**src/rtl/tmmf_fifo.sv**
```systemverilog
`timescale 1ns / 1ps
// Small register-based FIFO used between the front, back and result ports.
module tmmf_fifo #(
  parameter int unsigned Width = 8,
  parameter int unsigned Depth = 2,
  parameter int unsigned CntW  = $clog2(Depth + 1)
) (
  input  logic             clk_i,
  input  logic             rst_ni,
  input  logic             push_i,
  input  logic [Width-1:0] data_i,
  input  logic             pop_i,
  output logic [Width-1:0] data_o,
  output logic             full_o,
  output logic             empty_o,
  output logic [CntW-1:0]  count_o
);

  localparam int unsigned PtrW = (Depth > 1) ? $clog2(Depth) : 1;
  localparam logic [PtrW-1:0] LastPtr = PtrW'(Depth - 1);

  logic [Width-1:0] mem_q [Depth];
  logic [PtrW-1:0]  wr_ptr_q, rd_ptr_q;
  logic [CntW-1:0]  count_q;
  logic             do_push, do_pop;

  assign full_o  = (count_q == CntW'(Depth));
  assign empty_o = (count_q == '0);
  assign count_o = count_q;
  assign data_o  = mem_q[rd_ptr_q];
  assign do_push = push_i && !full_o;
  assign do_pop  = pop_i && !empty_o;

  always_ff @(posedge clk_i or negedge rst_ni) begin
    if (!rst_ni) begin
      wr_ptr_q <= '0;
      rd_ptr_q <= '0;
      count_q  <= '0;
    end else begin
      if (do_push) begin
        wr_ptr_q <= (wr_ptr_q == LastPtr) ? '0 : wr_ptr_q + 1'b1;
      end
      if (do_pop) begin
        rd_ptr_q <= (rd_ptr_q == LastPtr) ? '0 : rd_ptr_q + 1'b1;
      end
      if (do_push && !do_pop) begin
        count_q <= count_q + 1'b1;
      end else if (do_pop && !do_push) begin
        count_q <= count_q - 1'b1;
      end
    end
  end

  always_ff @(posedge clk_i) begin
    if (do_push) begin
      mem_q[wr_ptr_q] <= data_i;
    end
  end

endmodule

```
**config.mk**
```make
export PLATFORM = sky130hd
export DESIGN_NAME = tmmf_fifo
export DESIGN_NICKNAME = d
export VERILOG_FILES = /design/src/rtl/tmmf_fifo.sv
export SDC_FILE = /design/constraint.sdc
export NUM_CORES = 1
export LEC_CHECK = 0
export BUFFER_PORTS_ARGS = -buffer_cell sky130_fd_sc_hd__buf_2
export CAP_MARGIN = 20
export CELL_PAD_IN_SITES_DETAIL_PLACEMENT = 1
export CELL_PAD_IN_SITES_GLOBAL_PLACEMENT = 1
export CORE_MARGIN = 2
export CORE_UTILIZATION = 42
export DETAILED_ROUTE_END_ITERATION = 16
export PLACE_DENSITY_LB_ADDON = 0.3
export SLEW_MARGIN = 20
export SYNTH_ARGS = -nofsm -noshare
export SYNTH_HDL_FRONTEND = slang
export SYNTH_SLANG_ARGS = --single-unit
```
**constraint.sdc**
```tcl
create_clock -name clk_i -period 2.2 [get_ports clk_i]
set_clock_uncertainty 0.1 [all_clocks]
set_input_delay 0.22 -clock clk_i [delete_from_list [all_inputs] [get_ports clk_i]]
set_output_delay 0.22 -clock clk_i [all_outputs]
set_load 0.02 [all_outputs]
```
==> out/qor.csv <==
metric,value,unit
h-tree-depth,1,
place.detailed.hpwl,990,um
die_y,47.2,um
synthAdderAreaFrac,0.0160,
grt_usage,0.143,
cp_max_fo,9,
synth_area_leaders,"edfxtp_1 61%, dfrtp_1 13%, mux2_1 8.6%",
hold_viol_final,0,
drive_above_1_share,0.397,
dp.cells,92,
fillers,185,
finalCritPeriodShare,0.801,
yosys.area_share.simple,0.0384,
drc,0,
finalSetupTns,0,ns
vias_per_cell,4.51,
synth_xor_area_frac,0.0656,
rows,15,
synth_top_area_frac,0.614,
avgSynthCellArea,17.8,sq um
fin_util,0.589,
powerDensity,1270,mW/mm^2
period_needed,1.76,ns
numCtsBuffers,3,
grt_max_degree,12,
grt_overflow,0,
max_slew_margin,0.732,
synth_compound_area_frac,0.00640,
gp_congestion,0.653,
syn_inst,44,
start_kind,flop,
min_path_cells,1,
ant_nets,0,
synth_mux_area_frac,0.115,
crit_type,flop to primary output,
clock-sinks,20,
clk_path_buf_depth,2,
die_w,47.2,um
worstPathArrival,1.44,ns
first_pass_iters,2,
final-seq-area,581,sq um
ir_worst_vdd,798,uV
drv_slew,0,
worst_path_largest_cell_delay,0.60,ns
synth_top_family_by_area,multiplexers,
cp.required,1.88,ns
synth_fp_nets,57,
slowest_stage,dfrtp_1,
multiInputGateArea,189,sq um
wl_per_cell,13.0,um
clk_pin_slew,0.10,ns
yosysTopAreaCell,edfxtp_1,
core,0.00175,sq mm
ys.warnings.count,0,
drv_cap,0,
port_buffers,23,
cts_tree,done,
worst_pin_slew,0.402,ns
seq_area_frac_synth,0.742,
status,completed,
first_iter_violations,3,
clk_latency,0.29,ns
reg2regPathDepth,7,
grt_antenna_before_repair,0,
wirelength,1.33,mm
ys_types,15,
stdcell_count,103,
grt_pass1_vias,470,
grt_setup_unrepaired,false,
min_path_type,input port to flop,
p_leak,0.432,nW
end_kind,primary output,
setup_viol,0,
initial_core_util,0.448,
fin_nets,92,
fmax,567,MHz
dieArea,0.00222,sq mm
total_power,1.30,mW
grt_pass1_wl,2.06,mm
crit_path_cell_trace,mux2_1 > buf_2,
cts_root_buf,clkbuf_4,
num_vias,465,
area_growth,31.4,%
ioPinCount,24,
ys_ff_latch,20,
netlist_area,782,sq um
num_antenna_cells,0,
## flip-flops by register name, summed over array words and instances (netlist names)
register and cells:
count_o 2, rd_ptr_q 1, mem_q 16, wr_ptr_q 1
## power breakdown
group	leakage (nW)	internal [mW]	switching, mW
sequential	0.195	0.529	0.0926
clock	0.0150	0.0705	0.101
combinational	0.221	0.223	0.286
## final cells by class
class	count	area share
Sequential cell	20	0.565
Timing Repair Buffer	31	0.188
Multi-Input combinational cell	21	0.184
Tap cell	25	0.0305
Clock buffer	4	0.0256
Inverter	2	0.00731
## synthesized netlist by cell type
cell type,count
mux2_1,6
xnor2_1,2
xnor2_2,1
and3_1,1
o21ai_1,1
nor2_1,3
edfxtp_1,16
nand2_2,1
buf_2,1
mux2_2,2
inv_1,2
dfrtp_1,4
nand2b_1,1
ha_1,1
xor2_1,2
## through the flow
step / setup slack, ns / hold WS [ns] / instance area, sq um
floorplan: 0.557 / -0.176 / 782
global placement: 0.650 / -0.0668 / 931
detailed placement: 0.580 / -0.0684 / 931
CTS: 0.415 / 0.00225 / 997
global route: 0.348 / 0.00429 / 1030
finish: 0.437 / 0.0244 / 1030
## cell families (layout without fill, tap and decap cells)
family          count (synthesis)  after routing
simple gates                    6              6
mux                             8              8
buf+inv                         3             37
fa+ha+maj                       1              1
xor+xnor                        5              5
flops                          20             20
compound gates                  1              1
## metal layers
layer,routed length (um),track usage,up-vias
li1,-,-,226
met1,541,0.154,224
met2,732,0.263,15
met3,60,0.0346,0
met4,0,0.0667,0
met5,0,0,-
## cell usage in the layout, fill, tap and decap left out
cell	instances
buf_2	23
edfxtp_1	16
dlygate4sd3_1	7
mux2_1	6
dfrtp_1	4
nor2_1	3
clkbuf_4	3
mux2_2	2
inv_1	2
xnor2_1	2
xor2_1	2
nand2b_1	1
nand2_2	1
o21ai_1	1
and3_1	1
xnor2_2	1
ha_1	1
clkbuf_1	1
buf_4	1
## final timing paths
check / startpoint / to / slack [ns]
worst max-delay path: rd_ptr_q / data_o[5] / 0.44
worst min-delay path: data_i[2] / mem_q[0][2] / 0.02
worst max register to register: count_o[0] / count_o[1] / 0.57
worst min register to register: wr_ptr_q / wr_ptr_q / 0.45
max in group asynchronous: rst_ni / count_o[1] / 1.74
min in group asynchronous: rst_ni / count_o[0] / 0.14
## timing repair
action | in CTS | in global routing
buffers inserted | 0 | 0
setup endpoints to repair | 0 | 0
hold endpoints to repair | 10 | 6
resized for setup | 0 | 0
hold buffers | 4 | 3
## worst max-delay path: cells and delay by family, from the launching register on
kind | cells | cell delay, ns
flops | 1 | 0.60
buf+inv | 1 | 0.17
mux | 1 | 0.39
(Power assumes the default switching activity.)
