File: src/rtl/tmmf_pkg.sv
`timescale 1ns / 1ps
// Shared constants, register codes and transaction types of the tiled minimum finder.
package tmmf_pkg;

  localparam int unsigned MAX_FRAMES_DEF = 4096;
  localparam int unsigned WINDOW_DEF     = 50;

  localparam int unsigned DIST_W = 24;
  localparam int unsigned POS_W  = 12;
  localparam int unsigned FC_W   = 13;
  localparam int unsigned APB_DW = 32;
  localparam int unsigned APB_AW = 3;

  localparam int unsigned QUEUE_DEPTH = 2;
  localparam int unsigned OUT_DEPTH   = 4;

  // 9999.0 in UQ16.8
  localparam logic [DIST_W-1:0] SENTINEL = 24'd2559744;

  typedef enum logic {
    REG_FRAME_COUNT   = 1'b0,
    REG_MIN_THRESHOLD = 1'b1
  } reg_idx_e;

  // One classified matrix element on its way from front to back
  typedef struct packed {
    logic [POS_W-1:0]  row;
    logic [POS_W-1:0]  col;
    logic [DIST_W-1:0] distance;
    logic              diag;
    logic              last;
  } elem_t;

  // Tile record and result transaction
  typedef struct packed {
    logic [POS_W-1:0]  row;
    logic [POS_W-1:0]  col;
    logic [DIST_W-1:0] value;
  } result_t;

endpackage

File: src/rtl/tmmf_back.sv
`timescale 1ns / 1ps
// Back end: per-tile record memory, compare and update, tile-end result issue.
module tmmf_back #(
  parameter int unsigned TileDepth = 82,
  parameter int unsigned TileW     = 7,
  parameter int unsigned OutDepth  = 4,
  parameter int unsigned OutCntW   = 3
) (
  input  logic                        clk_i,
  input  logic                        rst_ni,
  input  logic                        restart_i,
  input  logic                        q_empty_i,
  input  tmmf_pkg::elem_t             q_elem_i,
  input  logic [TileW-1:0]            q_tile_i,
  output logic                        q_pop_o,
  input  logic [OutCntW-1:0]          out_count_i,
  input  logic [tmmf_pkg::DIST_W-1:0] threshold_i,
  output logic                        res_push_o,
  output tmmf_pkg::result_t           res_o
);
  import tmmf_pkg::*;

  result_t          rec_mem [TileDepth];
  logic [TileDepth-1:0] found_q;

  logic             u_valid_q;
  elem_t            u_elem_q;
  logic [TileW-1:0] u_tile_q;
  logic             u_found_q;
  result_t          rd_q;
  logic             fwd_q;
  result_t          fwd_rec_q;
  logic             fwd_found_q;

  logic              take;
  logic              cur_found, upd, new_found, kept_found, wr_en;
  result_t           cur_rec, new_rec;
  logic [DIST_W-1:0] cur_val;

  // Take an element only when the result FIFO has room for it and the one in flight
  assign take    = !q_empty_i && ((32'(out_count_i) + 32'(u_valid_q)) < OutDepth);
  assign q_pop_o = take;

  always_comb begin
    cur_found = fwd_q ? fwd_found_q : u_found_q;
    cur_rec   = fwd_q ? fwd_rec_q : rd_q;
    cur_val   = cur_found ? cur_rec.value : SENTINEL;
    upd       = !u_elem_q.diag && (u_elem_q.distance < cur_val);
    new_found = cur_found || upd;
    if (upd) begin
      new_rec.row   = u_elem_q.row;
      new_rec.col   = u_elem_q.col;
      new_rec.value = u_elem_q.distance;
    end else begin
      new_rec = cur_rec;
    end
    kept_found = new_found && !u_elem_q.last;
    wr_en      = u_valid_q && upd && !u_elem_q.last;
  end

  assign res_push_o = u_valid_q && u_elem_q.last && new_found && (new_rec.value < threshold_i);
  assign res_o      = new_rec;

  always_ff @(posedge clk_i) begin
    if (wr_en) begin
      rec_mem[u_tile_q] <= new_rec;
    end
    if (take) begin
      rd_q <= rec_mem[q_tile_i];
    end
  end

  always_ff @(posedge clk_i or negedge rst_ni) begin
    if (!rst_ni) begin
      u_valid_q <= 1'b0;
      found_q   <= '0;
    end else if (restart_i) begin
      u_valid_q <= 1'b0;
      found_q   <= '0;
    end else begin
      u_valid_q <= take;
      if (u_valid_q) begin
        found_q[u_tile_q] <= kept_found;
      end
    end
  end

  // Bypass the record written this cycle when the next element hits the same tile
  always_ff @(posedge clk_i) begin
    if (take) begin
      u_elem_q    <= q_elem_i;
      u_tile_q    <= q_tile_i;
      u_found_q   <= found_q[q_tile_i];
      fwd_q       <= u_valid_q && (u_tile_q == q_tile_i);
      fwd_rec_q   <= new_rec;
      fwd_found_q <= kept_found;
    end
  end

endmodule

File: config.mk
export PLATFORM = sky130hd
export DESIGN_NAME = tmmf_back
export DESIGN_NICKNAME = d
export VERILOG_FILES = /design/src/rtl/tmmf_pkg.sv /design/src/rtl/tmmf_back.sv
export SDC_FILE = /design/constraint.sdc
export NUM_CORES = 2
export LEC_CHECK = 0
export ABC_AREA = 1
export BUFFER_PORTS_ARGS = -buffer_cell sky130_fd_sc_hd__buf_2
export CAP_MARGIN = 40
export CORE_MARGIN = 5
export CORE_UTILIZATION = 43
export CTS_BUF_LIST = sky130_fd_sc_hd__clkbuf_4 sky130_fd_sc_hd__clkbuf_8 sky130_fd_sc_hd__clkbuf_16
export DETAILED_ROUTE_END_ITERATION = 10
export PLACE_DENSITY_LB_ADDON = 0.12
export SYNTH_ARGS = -nofsm -noshare
export SYNTH_HDL_FRONTEND = slang
export SYNTH_SLANG_ARGS = --single-unit
File: constraint.sdc
create_clock -name clk_i -period 7.1 [get_ports clk_i]
set_clock_uncertainty 0.2 [all_clocks]
set_input_delay 0 -clock clk_i [delete_from_list [all_inputs] [get_ports clk_i]]
set_output_delay 0 -clock clk_i [all_outputs]
set_load 0.01 [all_outputs]
==> out/metrics.yaml <==
run_status:
  outcome: "finished, final reports clean"
logic_synthesis:
  synthesis.area_um2: 165000
  yosysWarnings: 0
  synth_top_area_cell: "edfxtp_1"
  synthTopCellsByArea: "edfxtp_1, o21ai_0, nor2_1"
  synth_cells: 12554
  syn_area_per_cell_um2: 13.1
  syn_nets: 12688
  ys_seq_area_frac: 0.759
  synth_top_area_share: 0.746
  netlist-cell-type-count: 38
  synth-seq-cells: 4175
grt:
  grt_pass1_vias: 105383
  grt_use_total: 0.274
  grt_pass1_wl_um: 795000
  grt_start_max_net_pins: 161
  antenna_found_initial: 37
  overflow: 0
routing:
  route.detailed.drc: 0
  wl_met1_um: 235000
  postRouteAntennaNets: 0
  post_drt_wl_per_cell_um: 30.8
  routed-wl-met3_um: 45600
  route.vias.total: 110766
  dr.max_layer_used: "met5"
  initialDrtViolationCount: 13482
  drt_first_pass_iters: 6
  via_per_inst: 6.08
  wl_um: 562000
  wl_met2_um: 264000
final_layout:
  finish.utilization: 0.497
  final_common_cell: "edfxtp_1"
  fin_cells: 18210
  drive_gt1_frac: 0.111
  fin_nets: 12929
  nFillCells: 32681
  areaGrowthSynthToFinish_pct: 15.4
  layout_common_cells: "edfxtp_1, nor2_1, o21ai_0, o22ai_1, nand2_1"
timing:
  slew_headroom: 0.334
  setup_tns_ns: 0
  fin_crit_sh: 0.948
  setup_viol: 0
  rsz0062_at_grt: "no"
  hold_violations: 0
  slew_violations: 0
  worstMarginPinSlew_ns: 0.999
  final.min_clock_period_ns: 6.73
  max_freq_mhz: 149
power:
  swShare: 0.239
  clkPwrFrac: 0.416
  irDropWorstVdd_uv: 199
  power_density_nw_per_um2: 288
  fin_total_pwr_w: 0.0546
  internal-power_w: 0.0416
  leakagePower_nw: 60.8
  comb_power_share: 0.078
  pwr-share-seq: 0.506
  p_sw_w: 0.0131
hold_path:
  hold_class: "in -> reg"
worst_setup_path:
  crit_path_end_kind: "primary output"
  path_class: "reg -> out"
  worstPathArrival_ns: 6.53
  path_max_fanout: 22
  crit_path_start_kind: "register"
  worstPathRequired_ns: 6.90
placed_design:
  dp_cells: 17261
  place_hpwl_um: 322000
  portBuffers: 137
  place_congestion: 0.851
cts:
  clk_pin_slew_ns: 0.06
  clockBufferDepth: 4
  htree_num_levels: 5
  clockRootBuffer: "clkbuf_16"
  cts.sinks: 4175
  cts_tree: "yes"
  numCtsBuffers: 444
  insertion_delay_ns: 0.99
floorplan:
  core_area_um2: 382000
  num_rows: 227
  die_y_um: 629
  ios: 138
  die-width_um: 629
  die-area_um2: 396000
  start_util: 0.431
job:
  cap_violations: 0
[metrics by stage]
stage	setup slack [ns]	hold slack, ns	instance area, um^2
final	0.370	0.0931	190000
after global routing	0.0551	0.0556	190000
after CTS	0.0328	0.000221	190000
after detailed placement	0.753	-0.145	174000
after global placement	0.675	-0.152	173000
after floorplan	0.170	-0.496	165000
[flip-flops by register name (all words and copies together) (netlist names)]
name and count:
rd_q 48, rec_mem 3936, u_found_q 1, fwd_q 1
fwd_found_q 1, u_tile_q 7, u_valid_q 1, fwd_rec_q 48
u_elem_q 50, found_q 82
[Yosys cell counts]
cell type,count
edfxtp_1,4092
nor2_1,2684
o21ai_0,2361
o22ai_1,1034
clkbuf_1,643
nand2_1,552
buf_2,200
nand3_1,136
a21oi_1,124
a31oi_1,88
dfrtp_1,83
o21ai_1,79
o221ai_1,79
inv_1,75
o2111ai_1,70
ha_1,46
buf_4,41
buf_1,32
o32ai_1,30
nor3_1,24
a22o_1,22
a41o_1,16
buf_6,10
a211oi_1,8
clkinv_1,5
inv_2,3
nand4_1,3
and3_1,2
nor4_1,2
o32ai_2,2
a2111o_1,1
a311oi_1,1
mux2i_1,1
nor3_2,1
nor4b_1,1
o21a_1,1
or4_1,1
xnor2_1,1
[area by class of cell]
class                      instances  area, um^2  area share
multi-input combinational       7371       36900       0.194
tap                             5038        6300      0.0332
clock buffer                     557       12100      0.0635
sequential                      4175      125000       0.658
timing repair buffer             720        7190      0.0378
clock inverter                   259        2180      0.0115
antenna                            7        17.5   0.0000922
inverter                          83         365     0.00192
[power groups by stage]
stage	combinational, W	sequential (W)	clock (W)
CTS	0.00427	0.0276	0.0231
global route	0.00454	0.0276	0.0241
finish	0.00428	0.0277	0.0227
detailed placement	0.00421	0.0282	0
global placement	0.00410	0.0282	0
floorplan	0.00200	0.0283	0
[layer usage]
metal / track usage / up-vias
li1: - / 47612
met1: 0.388 / 57124
met2: 0.442 / 5194
met3: 0.0424 / 828
met4: 0.0793 / 8
met5: 0 / -
[logic make-up after synthesis]
logic type,synth area share
AO/OA/AOI/OAI,0.133
XOR/XNOR,0.0000532
AND/OR/NAND/NOR,0.0790
multiplexers,0.0000608
buffers and inverters,0.0259
adder cells (fa/ha/maj),0.00349
flip-flops,0.759
[timing repair]
item,4_1_cts,5_1_grt
setup buffers,0,0
hold endpoints to repair,306,0
hold buffers,122,0
setup endpoints to repair,1,1
gates resized for setup,3,6
cloned,0,1
pin swaps,0,1
[critical path: stages, from the launching register on]
cell and delay (ns):
edfxtp_1 0.45, clkinv_2 0.27, nand2_1 0.11, nand2_2 0.21
buf_4 0.26, nand2_1 0.08, ha_1 0.29, nand2_1 0.08
nor2_1 0.21, nand4_1 0.19, nor4b_2 0.39, nand2_2 0.24
nand2_8 0.23, buf_4 0.28, nor2_1 0.10, a31oi_4 0.73
ha_1 0.38, nand2_1 0.09, nor2_1 0.06, a211oi_1 0.27
nand2_1 0.10, a21oi_1 0.30, buf_2 0.21
[final timing paths]
| kind | from | slack (ns) | endpoint | cells past startpoint |
|---|---|---|---|---|
| setup / recovery | fwd_q$_DFFE_PP_ | 0.37 | res_push_o | 22 |
| hold / removal | q_elem_i[40] | 0.09 | u_elem_q[40]$_DFFE_PP_ | 3 |
| setup reg to reg | fwd_q$_DFFE_PP_ | 1.53 | rec_mem[32][6]$_DFFE_PP_ | 16 |
| hold reg to reg | found_q[2]$_DFFE_PN0P_ | 0.37 | found_q[2]$_DFFE_PN0P_ | 2 |
| max in group asynchronous | rst_ni | 5.39 | found_q[17]$_DFFE_PN0P_ | 5 |
| min in group asynchronous | rst_ni | 0.50 | found_q[43]$_DFFE_PN0P_ | 5 |
Note: power is estimated with default switching activity, not from simulation.
