### config.mk
export PLATFORM = sky130hd
export DESIGN_NAME = tmmf_front
export DESIGN_NICKNAME = d
export VERILOG_FILES = /design/src/rtl/tmmf_pkg.sv /design/src/rtl/tmmf_front.sv
export SDC_FILE = /design/constraint.sdc
export NUM_CORES = 1
export LEC_CHECK = 0
export BUFFER_PORTS_ARGS = -buffer_cell sky130_fd_sc_hd__buf_4
export CAP_MARGIN = 20
export CORE_UTILIZATION = 49
export CTS_BUF_LIST = sky130_fd_sc_hd__clkbuf_4 sky130_fd_sc_hd__clkbuf_8 sky130_fd_sc_hd__clkbuf_16
export DETAILED_ROUTE_END_ITERATION = 12
export PLACE_DENSITY = 0.77
export SLEW_MARGIN = 40
export SYNTH_ARGS = -nofsm -noshare
export SYNTH_HDL_FRONTEND = slang
export SYNTH_SLANG_ARGS = --single-unit
### constraint.sdc
create_clock -name clk_i -period 3 [get_ports clk_i]
set_input_delay 0.15 -clock clk_i [delete_from_list [all_inputs] [get_ports clk_i]]
set_output_delay 0.15 -clock clk_i [all_outputs]
set_load 0.02 [all_outputs]
### src/rtl/tmmf_pkg.sv
`timescale 1ns / 1ps
// Shared constants, register codes and transaction types of the tiled minimum finder.
package tmmf_pkg;

  localparam int unsigned MAX_FRAMES_DEF = 4096;
  localparam int unsigned WINDOW_DEF     = 50;

  localparam int unsigned DIST_W = 24;
  localparam int unsigned POS_W  = 12;
  localparam int unsigned FC_W   = 13;
  localparam int unsigned APB_DW = 32;
  localparam int unsigned APB_AW = 3;

  localparam int unsigned QUEUE_DEPTH = 2;
  localparam int unsigned OUT_DEPTH   = 4;

  // 9999.0 in UQ16.8
  localparam logic [DIST_W-1:0] SENTINEL = 24'd2559744;

  typedef enum logic {
    REG_FRAME_COUNT   = 1'b0,
    REG_MIN_THRESHOLD = 1'b1
  } reg_idx_e;

  // One classified matrix element on its way from front to back
  typedef struct packed {
    logic [POS_W-1:0]  row;
    logic [POS_W-1:0]  col;
    logic [DIST_W-1:0] distance;
    logic              diag;
    logic              last;
  } elem_t;

  // Tile record and result transaction
  typedef struct packed {
    logic [POS_W-1:0]  row;
    logic [POS_W-1:0]  col;
    logic [DIST_W-1:0] value;
  } result_t;

endpackage

### src/rtl/tmmf_front.sv
`timescale 1ns / 1ps
// Front end: tracks matrix position and tags each element with tile, diagonal and tile end.
module tmmf_front #(
  parameter int unsigned MaxFrames = 4096,
  parameter int unsigned Window    = 50,
  parameter int unsigned TileW     = 7
) (
  input  logic                        clk_i,
  input  logic                        rst_ni,
  input  logic                        restart_i,
  input  logic [tmmf_pkg::FC_W-1:0]   frame_count_i,
  input  logic                        step_i,
  input  logic [tmmf_pkg::DIST_W-1:0] distance_i,
  output tmmf_pkg::elem_t             elem_o,
  output logic [TileW-1:0]            tile_o
);
  import tmmf_pkg::*;

  localparam int unsigned CntW = $clog2(MaxFrames);
  localparam int unsigned WinW = $clog2(Window);
  localparam logic [WinW-1:0] WinLast = WinW'(Window - 1);

  logic [CntW-1:0]  row_q, col_q, last_idx;
  logic [WinW-1:0]  row_win_q, col_win_q;
  logic [TileW-1:0] tile_q;
  logic [31:0]      fc_ext;
  logic             end_row, end_col, win_row_last, win_col_last;

  // Clamp the side length into 1..MaxFrames and keep its last index
  always_comb begin
    fc_ext = 32'(frame_count_i);
    if (fc_ext == 32'd0) begin
      last_idx = '0;
    end else if (fc_ext > MaxFrames) begin
      last_idx = CntW'(MaxFrames - 1);
    end else begin
      last_idx = CntW'(fc_ext - 32'd1);
    end
  end

  assign end_row      = (row_q == last_idx);
  assign end_col      = (col_q == last_idx);
  assign win_row_last = (row_win_q == WinLast);
  assign win_col_last = (col_win_q == WinLast);

  always_comb begin
    elem_o.row      = POS_W'(row_q);
    elem_o.col      = POS_W'(col_q);
    elem_o.distance = distance_i;
    elem_o.diag     = (row_q == col_q);
    elem_o.last     = (win_row_last || end_row) && (win_col_last || end_col);
  end

  assign tile_o = tile_q;

  always_ff @(posedge clk_i or negedge rst_ni) begin
    if (!rst_ni) begin
      row_q     <= '0;
      col_q     <= '0;
      row_win_q <= '0;
      col_win_q <= '0;
      tile_q    <= '0;
    end else if (restart_i) begin
      row_q     <= '0;
      col_q     <= '0;
      row_win_q <= '0;
      col_win_q <= '0;
      tile_q    <= '0;
    end else if (step_i) begin
      if (end_col) begin
        col_q     <= '0;
        col_win_q <= '0;
        tile_q    <= '0;
        if (end_row) begin
          row_q     <= '0;
          row_win_q <= '0;
        end else begin
          row_q     <= row_q + 1'b1;
          row_win_q <= win_row_last ? '0 : row_win_q + 1'b1;
        end
      end else begin
        col_q <= col_q + 1'b1;
        if (win_col_last) begin
          col_win_q <= '0;
          tile_q    <= tile_q + 1'b1;
        end else begin
          col_win_q <= col_win_q + 1'b1;
        end
      end
    end
  end

endmodule

==> impl_metrics.tcl, run 1 <==
set metrics [dict create \
    synth_area_sq_mm 0.00397 \
    timing.hold.ws_ns 0.187 \
    finClkSkew_ns 0.0139 \
    final_cell_mix "buf_4 (107), dfrtp_1 (43), nor2_1 (38)" \
    reg2reg_slack_ns 0.36 \
    grt_pass1_vias 3867 \
    clkTransAtPathRegs_ns 0.09 \
    cp_max_fo 6 \
    wl_per_cell_um 17.9 \
    async_flop_share_pct 100 \
    max-vdd-ir-drop_v 0.000295 \
    die_y_um 92.0 \
    endpoint_kind "output pin" \
    layout_min_cycle_time_ns 3.09 \
    dieArea_sq_mm 0.00846 \
    routed_via_density 6.21 \
    finalMaxSlewViolations 0 \
    r2r_cells 10 \
    syn_to_final_growth_pct 32.3 \
    final_area_sq_mm 0.00525 \
    synth_warnings 0 \
    required_ns 2.85 \
    max-slew-margin-rel_pct 62.3 \
    n_antenna_cell 0 \
    hold_violations 0 \
    vias 4117 \
    post-place-ws_ns -0.468 \
    drc_errors 0 \
    post_dp_cell_area_sq_mm 0.00473 \
    synth_fa_ha_area_share_pct 2.78 \
    cts.sinks 43 \
    cts_made_buffers 5 \
    initial_utilization_pct 51.1 \
    hold_path.class "in2reg" \
    finalWorstSetupSlack_ns -0.0947 \
    p_leak_nw 2.30 \
    die_w_um 92.0 \
    antenna_found_initial 0 \
    pin_count 98 \
    htree_num_levels 2 \
    cap_violations 0 \
    clk_path_buf_depth 2 \
    layout.cells.non_filler 663 \
    synth_edf_count 0 \
    synth_mux_area_share_pct 1.83 \
    final_common_cell "buf_4" \
    ant_nets 0 \
    drt_iter0_markers 251 \
    total_power_mw 1.39 \
    cp.arrival_ns 2.94 \
    clkLatencyLatePin_ns 0.31 \
    syn_inst 490 \
    max_freq_ghz 0.323 \
    rows 32 \
    hpwl_um 8390 \
    synth_top_family_by_area "simple AND/OR/NAND/NOR gates" \
    cp-start-kind "primary input" \
    place_inst 644 \
    synth_compound_area_share_pct 18.7 \
    tightest_slew_ns 0.566 \
    yosysUniqueCellTypes 71 \
    root_buffer "clkbuf_8" \
    ys_ff_latch 43 \
    drt-total-wl_um 11900 \
    crit_path_end "elem_o[0]" \
    port_buffers 49 \
    gp_congestion 0.997 \
    rr_startpoint "col_q[4]" \
    core-area_sq_mm 0.00777 \
    rr_endpoint "row_q[4]" \
    ys.flop_type "dfrtp_1" \
    drt_first_pass_iters 5 \
    startpoint "frame_count_i[6]" \
    grt_usage_pct 27.9 \
    grt_pass1_wl_um 18900 \
    syn_avg_cell_area_sq_um 8.10 \
    grt_max_degree 44 \
    drive_above_1_share_pct 35.5 \
    status "finished, violations left" \
    crit_type "in2out" \
    post-route-period-util_pct 103 \
    syn_nets 539 \
    nets 609 \
    setup_violations 9 \
    tns_ns -0.299 \
    synth-xor-area-share_pct 8.33 \
    fin_util_pct 67.6 \
    overflow 0 \
    rsz0062_at_grt "true" \
    synthSimpleGateAreaFrac_pct 30.9 \
    cts_tree "yes" \
    ys_seq_area_share_pct 27.1 \
    failed_checks "negative setup slack" \
    power.density_mw_per_mm2 266 \
]
==> registers in the layout, summed over array words and instances, names as in the netlist <==
signal,cells
row_win_q,6
col_win_q,6
col_q,12
row_q,12
tile_o,7
==> worst max-delay path, cell delays in order <==
cell,delay [ns]
buf_6,0.09
or4_4,0.58
buf_12,0.17
nor4_4,0.24
buf_4,0.15
buf_4,0.11
maj3_2,0.22
xnor2_1,0.07
nor2_1,0.17
o2111ai_2,0.20
or3_4,0.44
nor2b_4,0.14
nor2_4,0.09
buf_6,0.12
==> how the worst min path moves through the flow <==
stage	startpoint	endpoint	cells past startpoint
after floorplan	rst_ni	col_q[0]	0
after CTS	restart_i	col_win_q[1]	2
final	restart_i	col_q[1]	2
after global routing	restart_i	tile_o[2]	2
after global placement	rst_ni	col_q[3]	1
after detailed placement	rst_ni	col_q[5]	1
==> logic make-up after synthesis <==
| logic type | Yosys count |
|---|---|
| AOI/OAI and AO/OA | 106 |
| xor gates and xnor gates | 36 |
| adders and majority gates | 9 |
| muxes | 7 |
| buffers and inverters | 75 |
| and+or+nand+nor | 214 |
| DFF | 43 |
==> per-layer routing <==
metal  wire, um  up-vias  track usage (%)
met3        611       46             3.23
met2       5660      167             44.6
met1       5130     1978             37.2
li1           -     1926                -
met5          0        -                0
met4        484        0             13.9
==> what timing repair did <==
action | in CTS | in global routing
pin swaps | 8 | 16
cloned | 0 | 4
endpoints found under the setup margin | 25 | 25
buffers inserted | 4 | 3
hold endpoints to repair | 43 | 0
hold buffers | 1 | 0
resized for setup | 21 | 43
==> area by class of cell <==
class / instances / area [sq um]
clock inverter: 3 / 43.8
fill: 636 / 2520
tap: 102 / 128
multi-input combinational: 372 / 2790
clock buffer: 5 / 68.8
timing repair buffer: 126 / 1090
sequential: 43 / 1080
inverter: 12 / 52.6
==> cell usage after synthesis (6+ instances only) <==
library cell  number  area, sq um
nand2b_1           9         56.3
nor2b_1            9         56.3
nor3_1             8         40.0
ha_1               8          100
inv_1             12         45.0
nand4_1           13         81.3
xor2_1            10         87.6
and3_1            19          119
a21o_1             6         45.0
clkbuf_1          28          105
nor2_1            43          161
o21ai_0           26          130
nand3_1           17         85.1
xnor2_1           25          219
buf_4             26          195
and4_1             6         52.6
dfrtp_1           43         1080
or3_1              6         37.5
nor4_1            14         87.6
or4_1              6         45.0
nand2_1           26         97.6
nand3b_1           6         45.0
a21oi_1           17         85.1
nor4b_1            8         70.1
==> power by group <==
part / internal (mW) / leakage, nW / switching, mW
clock network: 0.248 / 0.0581 / 0.215
logic: 0.152 / 1.64 / 0.184
registers: 0.586 / 0.598 / 0.00968
Power figures use the tool's default switching activity.
==> run 2, diff against run 1 <==
- CELL_PAD_IN_SITES_DETAIL_PLACEMENT: unset -> 1
- CELL_PAD_IN_SITES_GLOBAL_PLACEMENT: unset -> 2
- CORE_UTILIZATION: 49 -> 28
- PLACE_DENSITY: 0.77 -> unset
- PLACE_DENSITY_LB_ADDON: unset -> 0.1
==> run 2 against run 1 <==
  * The run still ends with negative setup slack left
  * Count of clock-buffer cells in the layout up 1
  * Cell count up 16%
  * Worst setup slack worse by 0.068 ns
  * Routed wire length up 26%
  * Core utilization down 26 points
  * Largest power group unchanged
  * Highest routed layer unchanged
==> impl_metrics.tcl, run 2 (same netlist as run 1, synthesis figures left out) <==
set metrics [dict create \
    status "finished, violations left" \
    failed_checks "negative setup slack" \
    wl_per_cell_um 19.4 \
    clkLatencyLatePin_ns 0.30 \
    layout.cells.non_filler 770 \
    cts_tree "yes" \
    drt_iter0_markers 159 \
    drive_above_1_share_pct 41.0 \
    cts.sinks 43 \
    max-vdd-ir-drop_v 0.000198 \
    rr_startpoint "col_q[8]" \
    drc_errors 0 \
    hpwl_um 10900 \
    dieArea_sq_mm 0.0146 \
    hold_violations 0 \
    cp-start-kind "primary input" \
    cp_max_fo 4 \
    fin_util_pct 41.4 \
    reg2reg_slack_ns 0.24 \
    finalMaxSlewViolations 0 \
    gp_congestion 0.794 \
    syn_to_final_growth_pct 44.4 \
    clkTransAtPathRegs_ns 0.06 \
    antenna_found_initial 0 \
    cts_made_buffers 5 \
    rr_endpoint "row_win_q[4]" \
    clk_path_buf_depth 2 \
    die_y_um 121 \
    power.density_mw_per_mm2 267 \
    setup_violations 24 \
    ant_nets 0 \
    grt_max_degree 44 \
    drt-total-wl_um 15000 \
    endpoint_kind "output pin" \
    rsz0062_at_grt "true" \
    post-place-ws_ns -0.456 \
    final_common_cell "buf_4" \
    max_freq_ghz 0.316 \
    overflow 0 \
    hold_path.class "in2reg" \
    grt_pass1_vias 4209 \
    initial_utilization_pct 28.7 \
    finalWorstSetupSlack_ns -0.162 \
    n_antenna_cell 0 \
    p_leak_nw 2.47 \
    layout_min_cycle_time_ns 3.16 \
    drt_first_pass_iters 4 \
    finClkSkew_ns 0.00425 \
    port_buffers 49 \
    crit_type "in2out" \
    die_w_um 121 \
    final_cell_mix "buf_4 (135), dfrtp_1 (43), nor2_1 (38)" \
    nets 638 \
    post-route-period-util_pct 105 \
    holdPathEnd "col_win_q[2]" \
    hp-start "restart_i" \
    root_buffer "clkbuf_16" \
    vias 4152 \
    max-slew-margin-rel_pct 58.9 \
    htree_num_levels 2 \
    worstHoldPathCells 2 \
    r2r_cells 13 \
    required_ns 2.85 \
    routed_via_density 5.39 \
    grt_pass1_wl_um 23300 \
    place_inst 738 \
    pin_count 98 \
    core-area_sq_mm 0.0138 \
    grt_usage_pct 20.7 \
    cap_violations 0 \
    cp.arrival_ns 3.01 \
    tightest_slew_ns 0.617 \
    rows 43 \
]
-- run 2: area by class of cell --
class	count	area (sq um)
clock buffer	6	133
clock inverter	2	12.5
fill	1617	8100
inverter	12	52.6
multi-input combinational	373	2950
sequential	43	1080
tap	180	225
timing repair buffer	154	1280
-- run 2: how the worst max path moves through the flow --
stage / start / endpoint / cells past startpoint
detailed placement: frame_count_i[6] / row_win_q[3] / 13
CTS: frame_count_i[8] / elem_o[0] / 13
finish: frame_count_i[8] / elem_o[0] / 12
floorplan: frame_count_i[0] / row_q[11] / 13
global route: frame_count_i[8] / elem_o[0] / 12
global placement: frame_count_i[1] / elem_o[0] / 15
-- run 2: repair_timing --
action / in CTS / in global routing
hold buffers: 1 / 0
setup endpoints to repair: 30 / 35
cloned: 1 / 1
hold endpoints to repair: 43 / 0
pin swaps: 12 / 15
resized for setup: 31 / 59
buffers inserted: 15 / 8
-- run 2: where the power goes --
group | total (mW) | leakage (nW) | internal, mW | switching, mW
Sequential | 0.595 | 0.598 | 0.586 | 0.00925
Combinational | 0.368 | 1.80 | 0.164 | 0.204
Clock | 0.563 | 0.0703 | 0.317 | 0.246
Total | 1.53 | 2.47 | 1.07 | 0.459
-- run 2: per-layer routing --
| metal | share of wire, % | wire (um) | track usage (%) | vias to the layer above |
|---|---|---|---|---|
| met5 | 0 | 0 | 0 | - |
| met3 | 3.0 | 444 | 2.68 | 20 |
| met2 | 50 | 7470 | 35.3 | 65 |
| met4 | 1.7 | 256 | 5.56 | 0 |
| met1 | 45 | 6800 | 27.5 | 2086 |
| li1 | - | - | - | 1981 |
-- run 2: critical path, stage by stage --
cell and delay (ns):
buf_6 0.09, or4_4 0.57, buf_4 0.17, or4_4 0.54, mux2i_1 0.15, o311ai_2 0.28, nand4_1 0.21, nor4_4 0.34
buf_4 0.16, nor2_2 0.06, nor2_4 0.14, buf_6 0.12
-- run 2: per-stage QoR --
stage / TNS, ns / hold slack [ns] / total power, mW / cell area [sq um]
global placement: -15.27 / 0.208 / 0.916 / 4970
floorplan: -2.51 / -0.146 / 0.816 / 4130
finish: -1.02 / 0.226 / 1.53 / 5730
CTS: -0.722 / 0.212 / 1.53 / 5400
global route: -4.50 / 0.237 / 1.60 / 5730
detailed placement: -14.02 / 0.211 / 0.920 / 4970
